$ cat src/hdl/tabular_q_learning_engine_macros.svh
// assertion macros for the tabular q-learning engine
// used by the top level; expects clk_i and rst_ni in scope
`ifndef TABULAR_Q_LEARNING_ENGINE_MACROS_SVH
`define TABULAR_Q_LEARNING_ENGINE_MACROS_SVH
`ifndef SYNTHESIS
`define TQLE_ASSERT(lbl, prop, msg) \
  lbl: assert property (@(posedge clk_i) disable iff (!rst_ni) prop) else $error(msg);
`define TQLE_ASSERT_NEXT(lbl, pre, post, msg) \
  `TQLE_ASSERT(lbl, pre |=> post, msg)
`else
`define TQLE_ASSERT(lbl, prop, msg)
`define TQLE_ASSERT_NEXT(lbl, pre, post, msg)
`endif
`endif

$ cat src/hdl/tqle_row_ram.sv
// generic single-port-read, single-port-write row memory with per-row valid bits
// registered read; no package dependency
module tqle_row_ram #(
  parameter int unsigned DEPTH = 16,
  parameter int unsigned WIDTH = 96
) (
  input  logic                     clk_i,
  input  logic                     rst_ni,
  input  logic                     rd_en_i,
  input  logic [$clog2(DEPTH)-1:0] rd_addr_i,
  output logic [WIDTH-1:0]         rd_data_o,
  output logic                     rd_valid_o,
  input  logic                     wr_en_i,
  input  logic [$clog2(DEPTH)-1:0] wr_addr_i,
  input  logic [WIDTH-1:0]         wr_data_i
);

  logic [WIDTH-1:0] mem [DEPTH];
  logic [WIDTH-1:0] rd_data_q;
  logic [DEPTH-1:0] vld_q;
  logic             rd_valid_q;

  always_ff @(posedge clk_i) begin
    if (wr_en_i) begin
      mem[wr_addr_i] <= wr_data_i;
    end
    if (rd_en_i) begin
      rd_data_q <= mem[rd_addr_i];
    end
  end

  always_ff @(posedge clk_i or negedge rst_ni) begin
    if (!rst_ni) begin
      vld_q      <= '0;
      rd_valid_q <= 1'b0;
    end else begin
      if (wr_en_i) begin
        vld_q[wr_addr_i] <= 1'b1;
      end
      if (rd_en_i) begin
        rd_valid_q <= vld_q[rd_addr_i];
      end
    end
  end

  assign rd_data_o  = rd_data_q;
  assign rd_valid_o = rd_valid_q;

endmodule

$ cat config.mk
export PLATFORM = sky130hd
export DESIGN_NAME = tqle_row_ram
export DESIGN_NICKNAME = d
export VERILOG_FILES = /design/src/hdl/tabular_q_learning_engine_macros.svh /design/src/hdl/tqle_row_ram.sv
export SDC_FILE = /design/constraint.sdc
export NUM_CORES = 1
export LEC_CHECK = 0
export BUFFER_PORTS_ARGS = -buffer_cell sky130_fd_sc_hd__clkbuf_2
export CORE_MARGIN = 2
export CORE_UTILIZATION = 45
export DETAILED_ROUTE_END_ITERATION = 7
export SYNTH_ARGS = -nofsm -noshare
export SYNTH_HDL_FRONTEND = slang
export SYNTH_SLANG_ARGS = --single-unit
$ cat constraint.sdc
create_clock -name clk_i -period 2.05 [get_ports clk_i]
set_input_delay 0.3075 -clock clk_i [delete_from_list [all_inputs] [get_ports clk_i]]
set_output_delay 0.3075 -clock clk_i [all_outputs]
set_load 0.05 [all_outputs]
==> impl_metrics.yaml <==
pwr:
  p_leak_nw: 23.60
  power_w: 0.07095
  p_clk_frac: 0.397
  power_density_nw_per_um2: 963.6
  p_sw_w: 0.01523
  peakVddDrop_mv: 0.7293
  power_frac_seq: 0.540
  power.internal_w: 0.05572
  p_comb_frac: 0.063
  swShare: 0.2147
routing:
  via_count: 27590
  routedWlPerCell_um: 29.49
  ant_nets: 0
  wl_mm: 141.4
  vias_per_cell: 5.755
  dr.first_iter.drc_count: 2960
  first_pass_iters: 7
  drc: 0
global_routing:
  grt_pass1_vias: 29060
  grt_max_degree: 48
  antenna_found_initial: 18
  track_usage: 0.2056
  grt_pass1_wl_mm: 205.1
  gr-total-overflow: 0
clocking:
  cts_setup_buffers: 0
  htreeDepth: 4
  cts_tree: "done"
  cts_buffer_depth: 3
  worst_skew_pair.late_latency_ns: 0.79
  cts_buffers: 162
  ctsRootBufferMaster: "clkbuf_16"
  clock_sinks: 1649
  clk_pin_slew_worst_paths_ns: 0.06
sta:
  finalCritPeriodShare: 0.9587
  rsz0062_at_grt: "no"
  setup_viol: 0
  drv_slew: 0
  timing.setup.tns_ns: 0
  worstMarginPinSlew_ns: 0.4586
  fmax_mhz: 508.8
  max_slew_margin: 0.6943
  hold_violations: 0
  skew_ns: 0.02834
  min_period_ns: 1.965
logic_synthesis:
  netlist.area_leader.share: 0.8013
  yosysWarnings: 0
  synthTopCellsByArea: "edfxtp_1 80%, mux4_2 18%, dfrtp_1 0.70%"
  synth.avg_cell_area_um2: 26.78
  syn_nets: 2392
  ys_types: 18
  syn_area_um2: 61160
  ys_ff_latch: 1649
  synth-seq-area-share: 0.8083
  yosysTopAreaCell: "edfxtp_1"
  synthCells: 2284
floorplan:
  boundaryPins: 205
  core_um2: 135100
  rows: 135
  dieArea_um2: 138900
  die_y_um: 372.7
  start_util: 0.4526
  fp.dieW_um: 372.7
outcome:
  status: "finished, final reports clean"
place:
  placed_area_um2: 67600
  gp_congestion: 0.7461
  dpl.hpwl_mm: 81.31
  port_buffers: 204
final_layout:
  drive_above_1_share: 0.3896
  final_nets: 2986
  area_delta_synth_final_pct: 20.39
  fin_util: 0.5449
  design_area_um2: 73630
setup_path:
  cp_slowest_cell: "edfxtp_1"
  crit_required_ns: 1.74
  start_kind: "register"
  cp.buffers_inverters: 1
  crit_path_end_kind: "output pin"
  crit_path_max_incr_delay_ns: 0.53
  crit_arrival_ns: 1.66
  critical_path.top_delay_family: "flip-flops"
  path_cells: "clkbuf_2"
  path_depth: 1
  critical_path.max_fanout: 1
  crit_type: "reg2out"
  reg2reg_depth: 2
min_path:
  holdCritPathClass: "in2reg"
  whs_path_depth: 2
run:
  max_cap_violations: 0
-- layout make-up --
cell class | count | area (um2)
Clock inverter | 95 | 799.5
Fill cell | 9924 | 61500
Sequential cell | 1649 | 49430
Clock buffer | 199 | 4235
Antenna cell | 6 | 15.01
Tap cell | 1781 | 2228
Timing Repair Buffer | 538 | 5617
Multi-Input combinational cell | 527 | 11300
-- kinds of logic after synthesis --
group,share of synthesized area
buf+inv,0.009390
flops,0.8083
mux,0.1789
simple gates,0.003437
-- per-stage QoR --
| stage | hold WS, ns | worst slack [ns] | std cells |
|---|---|---|---|
| 2_1_floorplan | 0.01191 | -1.495 | 2284 |
| 3_3_place_gp | 0.2487 | -0.2243 | 4397 |
| 3_5_place_dp | 0.2611 | -0.2322 | 4397 |
| 4_1_cts | 0.006034 | 0.03957 | 4789 |
| 5_1_grt | 0.02302 | 0.04267 | 4792 |
| 6_report | 0.04980 | 0.08473 | 4795 |
-- sequential cells by signal (all words and copies together) (netlist names) --
| signal | flops |
|---|---|
| rd_valid_o | 1 |
| mem | 1536 |
| rd_data_o | 96 |
| vld_q | 16 |
-- path summary, 6_finish.rpt --
check                         startpoint       endpoint  slack (ns)
max                        rd_data_o[33]  rd_data_o[33]        0.08
max in group asynchronous         rst_ni      vld_q[10]        1.64
max reg2reg                  mem[11][30]  rd_data_o[30]        0.35
min in group asynchronous         rst_ni       vld_q[0]        0.11
min reg2reg                     vld_q[8]       vld_q[8]        0.47
min                         rd_addr_i[3]  rd_data_o[81]        0.05
-- layout by cell type (no fill, tap or decap), types with 3 or more instances in the layout --
cell and count:
inv_16 3, inv_6 4, buf_4 92, edfxtp_1 1632, clkinv_2 21, clkinv_1 46, dlygate4sd3_1 98, dfrtp_1 17
clkbuf_1 35, nor3_4 4, clkbuf_2 199, clkinv_8 5, clkinvlp_4 6, bufinv_16 8, diode_2 6, or2_2 16
nor2_4 12, buf_12 144, mux4_2 484, mux2i_1 3, clkbuf_16 164
-- power by group through the flow --
stage	Sequential, W	Combinational, W	Clock, W
final	0.0383	0.00445	0.0282
after global routing	0.0384	0.00472	0.0300
after CTS	0.0383	0.00452	0.0288
after detailed placement	0.0390	0.00433	0
after global placement	0.0390	0.00423	0
after floorplan	0.0395	0.00194	0
-- cell usage after synthesis, drive strengths merged --
master / n
buf: 58
clkbuf: 50
dfrtp: 17
edfxtp: 1632
mux2: 1
mux2i: 3
mux4: 484
nand2: 1
nand2b: 2
nand3: 1
nand3b: 2
nor2: 12
nor3: 4
or2: 16
or3b: 1
-- timing repair --
item / in CTS / in global routing
hold buffers: 98 / 0
hold endpoints to repair: 1570 / 0
gates resized for setup: 0 / 0
-- per-layer routing --
layer | wire, um | part of all wire | track usage
met5 | 95 | 0.00067 | 0
met1 | 59790 | 0.42 | 0.2930
met3 | 9980 | 0.071 | 0.04350
met4 | 2325 | 0.016 | 0.04993
met2 | 69200 | 0.49 | 0.3280
(Power assumes the default switching activity.)
